`src/sacc_pkg.sv`:
```
// shared constants and types of the set-associative cache tag controller
package sacc_pkg;

    localparam int ADDR_W      = 32;
    localparam int QUEUE_DEPTH = 2;
    localparam int QPTR_W      = 1;
    localparam int QCNT_W      = 2;

    localparam logic ACTION_WRITE = 1'b1;

    typedef struct packed {
        logic pop;
        logic clearing;
    } t_back_ctl;

endpackage

```
`src/sacc_front.sv`:
```
// front end: accepts transactions, splits the address and queues the requests
module sacc_front #(
    parameter int TAG_W = 17,
    parameter int SET_W = 10,
    parameter int OFF_W = 5
) (
    input  logic                        i_clk,
    input  logic                        i_rst_n,
    input  logic                        i_valid,
    output logic                        o_stall,
    input  logic                        i_action,
    input  logic [sacc_pkg::ADDR_W-1:0] i_address,
    input  sacc_pkg::t_back_ctl         i_back_ctl,
    output logic                        o_q_valid,
    output logic                        o_q_write,
    output logic [TAG_W-1:0]            o_q_tag,
    output logic [SET_W-1:0]            o_q_set
);
    import sacc_pkg::*;

    logic              r_q_write [QUEUE_DEPTH];
    logic [TAG_W-1:0]  r_q_tag   [QUEUE_DEPTH];
    logic [SET_W-1:0]  r_q_set   [QUEUE_DEPTH];
    logic [QPTR_W-1:0] r_wr_ptr;
    logic [QPTR_W-1:0] r_rd_ptr;
    logic [QCNT_W-1:0] r_count;

    logic w_push;
    logic w_pop;
    logic w_is_write;

    assign o_stall    = (r_count == QCNT_W'(QUEUE_DEPTH)) || i_back_ctl.clearing;
    assign w_push     = i_valid && !o_stall;
    assign w_pop      = i_back_ctl.pop;
    assign w_is_write = (i_action == ACTION_WRITE);

    assign o_q_valid = (r_count != '0);
    assign o_q_write = r_q_write[r_rd_ptr];
    assign o_q_tag   = r_q_tag[r_rd_ptr];
    assign o_q_set   = r_q_set[r_rd_ptr];

    always_ff @(posedge i_clk) begin
        if (!i_rst_n) begin
            r_wr_ptr <= '0;
            r_rd_ptr <= '0;
            r_count  <= '0;
        end else begin
            if (w_push) begin
                r_wr_ptr <= r_wr_ptr + 1'b1;
            end
            if (w_pop) begin
                r_rd_ptr <= r_rd_ptr + 1'b1;
            end
            unique case ({w_push, w_pop})
                2'b10: r_count <= r_count + 1'b1;
                2'b01: r_count <= r_count - 1'b1;
                default: r_count <= r_count;
            endcase
        end
    end

    // queue payload
    always_ff @(posedge i_clk) begin
        if (w_push) begin
            r_q_write[r_wr_ptr] <= w_is_write;
            r_q_tag[r_wr_ptr]   <= i_address[OFF_W+SET_W +: TAG_W];
            r_q_set[r_wr_ptr]   <= i_address[OFF_W +: SET_W];
        end
    end

endmodule

```
`config.mk`:
```
export PLATFORM = sky130hd
export DESIGN_NAME = sacc_front
export DESIGN_NICKNAME = d
export VERILOG_FILES = /design/src/sacc_pkg.sv /design/src/sacc_front.sv
export SDC_FILE = /design/constraint.sdc
export NUM_CORES = 1
export LEC_CHECK = 0
export BUFFER_PORTS_ARGS = -buffer_cell sky130_fd_sc_hd__buf_2
export CORE_ASPECT_RATIO = 1.25
export CORE_MARGIN = 2
export CORE_UTILIZATION = 50
export CTS_BUF_LIST = sky130_fd_sc_hd__clkbuf_4 sky130_fd_sc_hd__clkbuf_8
export CTS_CLUSTER_SIZE = 16
export DETAILED_ROUTE_END_ITERATION = 16
export PLACE_DENSITY = 0.78
export SLEW_MARGIN = 0
export SYNTH_ARGS = -nofsm -noshare
export SYNTH_HDL_FRONTEND = slang
export SYNTH_SLANG_ARGS = --single-unit
```
`constraint.sdc`:
```
create_clock -name i_clk -period 3.3 [get_ports i_clk]
set_input_delay 0 -clock i_clk [delete_from_list [all_inputs] [get_ports i_clk]]
set_output_delay 0 -clock i_clk [all_outputs]
set_load 0.01 [all_outputs]
```
* Word level (Yosys, flattened, before mapping)
Memory sizes are Yosys's and may differ from the RTL's. A register that Yosys moved wholly into a read port is not among the register bits.
Index checks and enable logic that the tools add are counted.
** Cells by class
- Multiplexer cells :: 9
- Add/sub/neg operators :: 4
- Reduce and logical (&&, ||, !) cells :: 5
- Equal/unequal tests :: 3
** Operators with widths (count)
- two-way mux 1 bit :: 8
- equality test 2 bit, second input constant :: 2
- case mux 2 bit (2 select lines) :: 1
- nonzero test 2 bit :: 2
- adder 1 bit, second input constant :: 2
- adder 2 x 1 -> 2 bit, second input constant :: 1
- equality test 2 x 1 -> 1 bit, second input constant :: 1
- subtractor 2 x 1 -> 2 bit, second input constant :: 1
- logical AND 1 bit :: 1
- zero test 1 bit :: 1
- logical OR 1 bit :: 1
** Word-level totals
- Register bits after elaboration :: 4
- Output and inout bits :: 30
- Logic and storage cells :: 27
- Memories :: 3
- RAM bits :: 56
- Input bits :: 38
** Memory list
- r_q_tag :: words 2, bits a word 17, rd ports 1, clocked after Yosys merged registers in 1, wr ports 1, line sacc_front.sv:22 : logic [TAG_W-1:0] r_q_tag [QUEUE_DEPTH];
- r_q_set :: words 2, bits a word 10, rd ports 1, clocked after Yosys merged registers in 1, wr ports 1, line sacc_front.sv:23 : logic [SET_W-1:0] r_q_set [QUEUE_DEPTH];
- r_q_write :: words 2, bits a word 1, rd ports 1, clocked after Yosys merged registers in 1, wr ports 1, line sacc_front.sv:21 : logic r_q_write [QUEUE_DEPTH];

* Logic depth before layout (Yosys ltp)
Gate-level depths: netlist of the first run.
- Depth after elaboration :: 6
- Gate-level depth with buffers :: 6
- Depth with buffers taken out :: 6

* Least setup slack after synthesis of the first run
No wires, ideal clock.
- Kind :: register -> register
- Start point :: register r_count[0]
- End point :: memory r_q_set[0][0] (enable)
- Library setup time :: 413 ps
- Setup slack :: 1026 ps
- Path buffers :: 0
- Cell stages (with the launch flop) :: 4
- Data required time :: 2887 ps
- Clock period less this slack :: 2274 ps
- Data arrival time :: 1861 ps
- Cell sequence :: dfxtp_1 > nand2b_1 > nand3b_1 > nor2_1
** On the way
- Longest elaborated chain between the ends :: 6
** Ends and longest elaborated chain
- from (decl) :: line sacc_front.sv:26 : logic [QCNT_W-1:0] r_count;
- from (signal assigned) :: line sacc_front.sv:55 : 2'b10: r_count <= r_count + 1'b1;
- from (signal assigned) :: line sacc_front.sv:56 : 2'b01: r_count <= r_count - 1'b1;
- from (signal assigned) :: line sacc_front.sv:57 : default: r_count <= r_count;
- equality test 2 bit :: line sacc_front.sv:32 : assign o_stall = (r_count == QCNT_W'(QUEUE_DEPTH)) || i_back_ctl.clearing;
- logical OR 1 bit :: line sacc_front.sv:32
- zero test 1 bit :: line sacc_front.sv:33 : assign w_push = i_valid && !o_stall;
- logical AND 1 bit :: line sacc_front.sv:33
- two-way mux 1 bit :: line sacc_front.sv:64 : if (w_push) begin
- two-way mux 1 bit (not written as such) :: line sacc_front.sv:67 : r_q_set[r_wr_ptr] <= i_address[OFF_W +: SET_W];
- to (decl) :: line sacc_front.sv:23
Every way passes these cells.

==> metrics.yaml, run 1 <==
outcome: "complete, no violations"
path_class: "flop to primary output"
ys.warnings.count: 0
routed_wirelength_um: 4050
firstDrtPassIters: 4
power_leakage_uw: 0.001203
synthTopCellsByArea: "edfxtp_1 75%, mux2_2 13%, dfxtp_1 4.5%"
fin_nets: 252
clock_path_buffers: 2
die_x_um: 63.98
fin_skew_ns: 0.004950
synth_area_per_cell_sq_um: 20.08
rsz0062_at_grt: "no"
tightest_slew_ns: 1.195
core_sq_um: 4358
antenna_found_initial: 0
layout_setup_ws_ns: 1.284
finalPower_uw: 1797
cts_tree: "yes"
utilization_pct: 71.83
hold_path_depth: 3
synthToLayoutAreaGrowth_pct: 39.23
pin_count: 68
maxSlewViolCount: 0
reg2regPathDepth: 5
fin_area_sq_um: 3131
wl_per_cell_um: 14.67
worstHoldStart: "i_back_ctl[1]"
start_kind: "flop"
max-cap-violations: 0
synth-seq-cells: 61
max_freq_mhz: 496.2
hpwl_um: 2483
min_period_ns: 2.016
yosysTopAreaCellShare_pct: 74.79
rr_endpoint: "r_count[1]"
root_buffer: "clkbuf_8"
vias: 1328
grt_pass1_wl_um: 6361
cts-htree-levels: 3
finalCritPeriodShare_pct: 61.08
gp_congestion: 0.6459
drtIter0Drc: 49
fin_setup_tns_ns: 0
fillers: 273
ff_latch_area_sq_um: 1782
grt.total_usage_pct: 17.72
num_antenna_cells: 0
r2r_slack_ns: 1.55
power_density_nw_per_um2: 574.0
post_drt_via_cell_ratio: 4.812
dieArea_sq_um: 5053
syn_area_sq_um: 2248
multiInputGateArea_sq_um: 447.9
hold_viol: 0
first_global_vias: 1399
cts_sinks: 61
fp-row-count: 27
synth_top_area_cell: "edfxtp_1"
synth_cell_types: 20
ctsResizeCount: 0
drive_gt1_share_pct: 48.62
syn_nets: 151
required_ns: 3.30
grt_max_degree: 29
start_util_pct: 51.59
hold_path_class: "primary input to flop"
grt_remaining_overflow: 0
synthCells: 112
ant_nets: 0
ys_seq_area_share_pct: 79.24
arrival_ns: 2.02
worstSkewPairLatency_ns: 0.32
die_h_um: 78.98
placed_cell_area_sq_um: 2631
min_to: "r_rd_ptr"
reg2reg_from: "r_count[0]"
cts_hold_buf: 29
setup_viol: 0
drc: 0
clkSlewWorstSetupHoldPaths_ns: 0.06
io_buffer_count: 62
post_cts_buffers: 0
dpl_worst_slack_ns: 1.548
cp_max_fo: 28
slew_headroom_pct: 20.25
cp-end-kind: "primary output"
ir_drop_mv: 0.3507
cts_made_buffers: 9
==> through the flow <==
| stage | std cells | hold WS [ns] |
|---|---|---|
| after global routing | 276 | 0.03185 |
| after detailed placement | 231 | 0.1910 |
| after global placement | 231 | 0.1873 |
| after floorplan | 112 | 0.09887 |
| final | 276 | 0.03277 |
| after CTS | 276 | 0.01673 |
==> Yosys cell counts (all sizes together) <==
cell    number
edfxtp      56
mux2        28
dfxtp        5
and2         3
buf          3
nand2        2
nand2b       2
nor2         2
xnor2        2
a21boi       1
ha           1
inv          1
mux2i        1
nand3b       1
o21ai        1
or2          1
or3          1
xor2         1
==> cell families after synthesis <==
family,Yosys count,share of synthesized area (%)
DFF,61,79.24
and+or+nand+nor,12,2.950
adders and majority gates,1,0.5564
buffers and inverters,4,1.057
muxes,29,14.47
AOI/OAI and AO/OA,2,0.5564
xor gates and xnor gates,3,1.169
==> how the worst max path moves through the flow <==
stage                           from       endpoint  depth (start not counted)
final                           flop    o_q_tag[11]                          2
after global routing            flop    o_q_tag[11]                          2
after CTS                       flop    o_q_tag[11]                          2
after detailed placement  r_count[0]     r_count[1]                          5
after global placement          flop     o_q_set[7]                          2
after floorplan           r_count[0]  r_q_set[0][0]                          3
==> routing by layer <==
| layer | vias up | global-route usage (%) | share of wire [%] |
|---|---|---|---|
| li1 | 632 | - | - |
| met3 | 11 | 4.391 | 4.2 |
| met1 | 642 | 17.85 | 38 |
| met2 | 43 | 32.19 | 55 |
| met5 | - | 0 | 0 |
| met4 | 0 | 11.09 | 2.1 |
==> area by class of cell <==
type	count	share of cell area, %
sequential	61	56.91
tap	58	2.318
clock buffer	10	4.197
multi-input combinational	47	14.31
clock inverter	6	2.478
timing repair buffer	93	19.66
inverter	1	0.1199
==> cells in the final DEF (no fill, tap or decap), types with 2 or more instances in the layout <==
cell,netlist,final
and2_1,3,3
buf_2,1,62
buf_4,2,2
bufinv_16,0,2
clkbuf_8,0,9
clkinv_1,0,2
clkinv_2,0,2
dfxtp_1,5,5
dlygate4sd3_1,0,29
edfxtp_1,56,56
mux2_1,3,3
mux2_2,25,25
nand2_1,2,2
nand2b_1,2,2
nor2_2,0,2
xnor2_1,2,2
==> registers in the layout (all words and copies together), names as in the netlist, named ones only <==
signal,flops
r_count,2
r_q_tag,34
r_rd_ptr,1
r_q_write,2
r_q_set,20
r_wr_ptr,1
==> power by group <==
part,leakage [uW],internal [uW],switching [uW]
Clock,0.000109,425,255
Sequential,0.000555,889,25.7
Combinational,0.000540,114,88.5
==> critical path, stage by stage (launching register included) <==
cell	delay, ns
dfxtp_1	1.12
mux2_2	0.44
buf_2	0.14
No activity file was read; power rests on OpenSTA's default activity.
==> run 2, diff against run 1 <==
--- a/config.mk
+++ b/config.mk
@@ -8,11 +8,11 @@
 export BUFFER_PORTS_ARGS = -buffer_cell sky130_fd_sc_hd__buf_2
 export CORE_ASPECT_RATIO = 1.25
 export CORE_MARGIN = 2
-export CORE_UTILIZATION = 50
+export CORE_UTILIZATION = 47
 export CTS_BUF_LIST = sky130_fd_sc_hd__clkbuf_4 sky130_fd_sc_hd__clkbuf_8
 export CTS_CLUSTER_SIZE = 16
 export DETAILED_ROUTE_END_ITERATION = 16
-export PLACE_DENSITY = 0.78
+export PLACE_DENSITY = 0.77
 export SLEW_MARGIN = 0
 export SYNTH_ARGS = -nofsm -noshare
 export SYNTH_HDL_FRONTEND = slang
==> constraint.sdc (replaced) <==
create_clock -name i_clk -period 1.81 [get_ports i_clk]
set_input_delay 0 -clock i_clk [delete_from_list [all_inputs] [get_ports i_clk]]
set_output_delay 0 -clock i_clk [all_outputs]
set_load 0.01 [all_outputs]
==> run 2 against run 1 <==
Against the previous run: register-to-register slack got worse by 1.4 ns; count of clock-buffer cells in the layout decreased by 1; sequential share of layout area down 0.47 points; critical endpoint is now r_count[1]; sequential power increased by 79%; critical path depth grew 3; setup slack got worse by 1.2 ns; cell count rose by 1.8%; critical path type is now flop to flop; largest power group unchanged; clock power is 79% higher.
==> metrics.yaml, run 2 (synthesis results as in run 1) <==
outcome: "complete, no violations"  # unchanged
drc: 0  # unchanged
multiInputGateArea_sq_um: 447.9  # unchanged
num_antenna_cells: 0  # unchanged
firstDrtPassIters: 4  # unchanged
max-cap-violations: 0  # unchanged
wl_per_cell_um: 13.99  # was 14.67 um
cts_hold_buf: 29  # unchanged
use_met1_pct: 17.19  # was 17.85%
clkSlewWorstSetupHoldPaths_ns: 0.06  # about the same
fin_skew_ns: 0.005285  # was 0.004950 ns
core_sq_um: 4659  # was 4358 sq um
whs_ns: 0.04185  # was 0.03277 ns
fin_nets: 256  # was 252
hold_path_class: "primary input to flop"  # unchanged
worstSkewPairLatency_ns: 0.32  # about the same
hpwl_um: 2522  # was 2483 um
hold_path_depth: 3  # unchanged
tightest_slew_ns: 0.2623  # was 1.195 ns
met3_usage_pct: 5.679  # was 4.391%
cts_made_buffers: 9  # unchanged
power_leakage_uw: 0.001222  # was 0.001203 uW
rsz0062_at_grt: "no"  # unchanged
cts_tree: "yes"  # unchanged
use_met2_pct: 28.59  # was 32.19%
ant_nets: 0  # unchanged
grt_max_degree: 21  # was 29
top_regs: "r_q_tag (34), r_q_set (20)"  # unchanged
largest_reg_flops: 34  # unchanged
reg2regPathDepth: 5  # unchanged
cp_max_fo: 4  # was 28
placed_cell_area_sq_um: 2664  # was 2631 sq um
finalCritPeriodShare_pct: 92.58
max_freq_mhz: 596.8
pin_count: 68  # unchanged
grt_pass1_wl_um: 6168  # was 6361 um
fp-row-count: 28  # was 27
required_ns: 2.07  # was 3.30 ns
drtIter0Drc: 64  # was 49
antenna_found_initial: 0  # unchanged
min_period_ns: 1.676
power_density_nw_per_um2: 1034  # was 574.0 nW/um^2
largest-register: "r_q_tag"  # unchanged
hold_viol: 0  # unchanged
die_x_um: 65.87  # was 63.98 um
post_drt_via_cell_ratio: 4.641  # was 4.812
grt_remaining_overflow: 0  # unchanged
path_class: "flop to flop"  # was flop to primary output
cts-htree-levels: 3  # unchanged
fin_area_sq_um: 3157  # was 3131 sq um
fillers: 314  # was 273
layout_commonest_cell: "buf_2"  # unchanged
post_cts_buffers: 0  # unchanged
routed_wirelength_um: 3931  # was 4050 um
layout_common_cells: "62 x buf_2, 56 x edfxtp_1, 29 x dlygate4sd3_1, 25 x mux2_2, 9 x clkbuf_8"  # unchanged
io_buffer_count: 62  # unchanged
maxSlewViolCount: 0  # unchanged
ff_latch_area_sq_um: 1782  # unchanged
root_buffer: "clkbuf_8"  # unchanged
dieArea_sq_um: 5357  # was 5053 sq um
grt.total_usage_pct: 16.19  # was 17.72%
ctsResizeCount: 0  # unchanged
ir_drop_mv: 0.6277  # was 0.3507 mV
start_util_pct: 48.25  # was 51.59%
cp-end-kind: "flop"  # was primary output
vias: 1304  # was 1328
slew_headroom_pct: 82.51  # was 20.25%
first_global_vias: 1401  # was 1399
clock_path_buffers: 2  # unchanged
die_h_um: 81.33  # was 78.98 um
setup_viol: 0  # unchanged
drive_gt1_share_pct: 49.77  # was 48.62%
synthToLayoutAreaGrowth_pct: 40.40  # was 39.23%
cts_sinks: 61  # unchanged
start_kind: "flop"  # unchanged
arrival_ns: 1.93  # was 2.02 ns
top_usage_layer: "met2"  # unchanged
gp_congestion: 0.6826  # was 0.6459
run 2: changes by cell type in the layout (fill, tap and decap cells not counted):
cell      before  now
clkinv_2       2    3
clkinv_1       2    1
clkbuf_4       1    0
buf_4          2    6
run 2: final timing paths:
path | startpoint | endpoint | slack (ns)
worst max-delay path | r_count[0] | r_count[1] | 0.13
worst min register to register | r_count[1] | r_count[1] | 0.50
worst min-delay path | i_back_ctl[1] | r_rd_ptr | 0.04
worst max register to register | r_count[0] | r_count[1] | 0.13
run 2: report_power, final:
part / total [uW] / leakage [uW] / internal (uW) / switching (uW)
Combinational: 397 / 0.000561 / 215 / 182
Sequential: 1640 / 0.000555 / 1620 / 24.0
Clock: 1220 / 0.000106 / 755 / 468
Total: 3260 / 0.00122 / 2590 / 675
run 2: area by class of cell:
class	instances	share of cell area [%]
Clock buffer	9	3.924
Sequential cell	61	56.44
Inverter	1	0.1189
Timing Repair Buffer	97	20.45
Tap cell	60	2.378
Multi-Input combinational cell	47	14.19
Clock inverter	6	2.497
run 2: metal layers:
metal / up-vias / wire length [um]
li1: 635 / -
met1: 620 / 1551
met2: 45 / 2085
met3: 4 / 248
met4: 0 / 44
met5: - / 0
run 2: metrics by stage:
step | std cells | utilization [%] | setup WS, ns | setup TNS, ns | total power [uW]
5_1_grt | 281 | 67.75 | 0.01419 | 0 | 3400
3_5_place_dp | 237 | 57.17 | 0.1444 | 0 | 2025
2_1_floorplan | 112 | - | -0.03209 | -1.797 | 1877
3_3_place_gp | 237 | 57.17 | 0.2330 | 0 | 2006
4_1_cts | 281 | 67.75 | 0.1183 | 0 | 3298
6_report | 281 | 67.75 | 0.1343 | 0 | 3264
run 2: worst max-delay path, cell delays in order (launching register included):
cell	delay (ns)
dfxtp_1	0.39
nand2b_1	0.15
nand3b_1	0.20
ha_1	0.38
or3_1	0.35
a21boi_1	0.14
==> run 3, diff against run 2 <==
--- a/config.mk
+++ b/config.mk
@@ -12,7 +12,7 @@
 export CTS_BUF_LIST = sky130_fd_sc_hd__clkbuf_4 sky130_fd_sc_hd__clkbuf_8
 export CTS_CLUSTER_SIZE = 16
 export DETAILED_ROUTE_END_ITERATION = 16
-export PLACE_DENSITY = 0.77
+export PLACE_DENSITY_LB_ADDON = 0.3
 export SLEW_MARGIN = 0
 export SYNTH_ARGS = -nofsm -noshare
 export SYNTH_HDL_FRONTEND = slang
==> run 3 against run 2 <==
Against the previous run: sequential share of layout area grew 0.18 points; fmax grew 5.0%; die area is the same; sequential power is essentially flat; critical endpoint unchanged.
==> metrics.yaml, run 3 (synthesis results as in run 1) <==
reg2regPathDepth: 5  # unchanged
grt_pass1_wl_um: 5851  # was 6168 um
core_sq_um: 4659  # unchanged
arrival_ns: 1.85  # was 1.93 ns
ir_drop_mv: 0.6217  # was 0.6277 mV
switching_share_pct: 21.27  # was 20.66%
drc: 0  # unchanged
hpwl_um: 2529  # was 2522 um
grt_max_degree: 19  # was 21
pwr-share-seq_pct: 52.4  # was 50.4%
vias: 1319  # was 1304
start_util_pct: 48.25  # unchanged
fin_skew_ns: 0.006465  # was 0.005285 ns
cts_made_buffers: 9  # unchanged
p_sw_uw: 668.2  # was 674.6 uW
path_class: "flop to flop"  # unchanged
antenna_found_initial: 0  # unchanged
dieArea_sq_um: 5357  # unchanged
setup_viol: 0  # unchanged
required_ns: 2.06  # was 2.07 ns
max-cap-violations: 0  # unchanged
io_buffer_count: 62  # unchanged
finalPower_uw: 3142  # was 3264 uW
grt.total_usage_pct: 15.76  # was 16.19%
gp_congestion: 0.6638  # was 0.6826
root_buffer: "clkbuf_8"  # unchanged
ctsResizeCount: 0  # unchanged
layout_common_cells: "62 x buf_2, 56 x edfxtp_1, 29 x dlygate4sd3_1, 25 x mux2_2, 9 x clkbuf_8"  # unchanged
worstSkewPairLatency_ns: 0.32  # about the same
top_regs: "r_q_tag (34), r_q_set (20)"  # unchanged
internal_power_uw: 2473  # was 2590 uW
cp_max_fo: 4  # unchanged
wl_per_cell_um: 13.88  # was 13.99 um
pin_count: 68  # unchanged
fp-row-count: 28  # unchanged
start_kind: "flop"  # unchanged
whs_ns: 0.05090  # was 0.04185 ns
firstDrtPassIters: 4  # unchanged
grt_remaining_overflow: 0  # unchanged
clkSlewWorstSetupHoldPaths_ns: 0.06  # about the same
r2r_slack_ns: 0.21  # was 0.13 ns
die_x_um: 65.87  # unchanged
outcome: "complete, no violations"  # unchanged
finalCritPeriodShare_pct: 88.17  # was 92.58%
power_frac_clock_pct: 34.8  # was 37.5%
cp-end-kind: "flop"  # unchanged
rsz0062_at_grt: "no"  # unchanged
synthToLayoutAreaGrowth_pct: 39.96  # was 40.40%
slew_headroom_pct: 83.85  # was 82.51%
clock_path_buffers: 2  # unchanged
cts_sinks: 61  # unchanged
post_drt_via_cell_ratio: 4.661  # was 4.641
power_leakage_uw: 0.001220  # was 0.001222 uW
cts_hold_buf: 29  # unchanged
die_h_um: 81.33  # unchanged
hold_viol: 0  # unchanged
layout_commonest_cell: "buf_2"  # unchanged
hold_path_depth: 3  # unchanged
cts-htree-levels: 3  # unchanged
power_density_nw_per_um2: 998.3  # was 1034 nW/um^2
largest-register: "r_q_tag"  # unchanged
ant_nets: 0  # unchanged
first_global_vias: 1342  # was 1401
min_period_ns: 1.596  # was 1.676 ns
largest_reg_flops: 34  # unchanged
hold_path_class: "primary input to flop"  # unchanged
worstHoldStart: "i_back_ctl[1]"  # unchanged
cts_tree: "yes"  # unchanged
rr_endpoint: "r_count[1]"  # unchanged
post_cts_buffers: 0  # unchanged
drive_gt1_share_pct: 50.22  # was 49.77%
maxSlewViolCount: 0  # unchanged
reg2reg_from: "r_count[0]"  # unchanged
routed_wirelength_um: 3927  # was 3931 um
combPwrFrac_pct: 12.8  # was 12.2%
tightest_slew_ns: 0.2423  # was 0.2623 ns
drtIter0Drc: 45  # was 64
fin_nets: 257  # was 256
num_antenna_cells: 0  # unchanged
max_freq_mhz: 626.6  # was 596.8 MHz
## run 3: cell type report
| cell class | instances | area (sq um) |
|---|---|---|
| Sequential cell | 61 | 1782 |
| Fill cell | 339 | 1513 |
| Timing Repair Buffer | 98 | 653.1 |
| Multi-Input combinational cell | 47 | 447.9 |
| Clock buffer | 10 | 131.4 |
| Tap cell | 60 | 75.07 |
| Clock inverter | 6 | 53.80 |
| Inverter | 1 | 3.754 |
## run 3: layer usage
| metal | vias up | global-route usage (%) | wire [um] |
|---|---|---|---|
| li1 | 639 | - | - |
| met1 | 634 | 15.92 | 1495 |
| met2 | 42 | 28.08 | 2166 |
| met3 | 4 | 6.648 | 235 |
| met4 | 0 | 6.875 | 30 |
| met5 | - | 0 | 0 |
## run 3: power by group through the flow
stage	sequential, uW	clock, uW	combinational (uW)
2_1_floorplan	1670	0	209
3_3_place_gp	1670	0	343
3_5_place_dp	1670	0	356
4_1_cts	1650	1130	407
5_1_grt	1650	1200	437
6_report	1650	1090	402
## run 3: how the worst max path moves through the flow
stage,to,startpoint,slack (ns)
finish,r_count[1],r_count[0],0.21
global route,r_count[1],r_count[0],0.16
CTS,r_count[1],r_count[0],0.23
detailed placement,r_count[1],r_count[0],0.25
global placement,r_count[1],r_count[0],0.35
floorplan,r_q_set[0][0],r_count[0],-0.03
## run 3: critical path: stages, from the launching register on
cell      delay [ns]
dfxtp_1         0.40
nand2b_1        0.17
nand3b_1        0.12
ha_1            0.34
or3_1           0.35
a21boi_1        0.14
## run 3: per-stage QoR
step           setup WS, ns  utilization [%]  cell area, sq um  std cells  TNS [ns]
2_1_floorplan      -0.03209                -              2253        112    -1.797
3_3_place_gp         0.3507            57.33              2671        238         0
3_5_place_dp         0.2454            57.33              2671        238         0
4_1_cts              0.2315            67.53              3147        283         0
5_1_grt              0.1620            67.53              3147        283         0
6_report             0.2141            67.53              3147        283         0
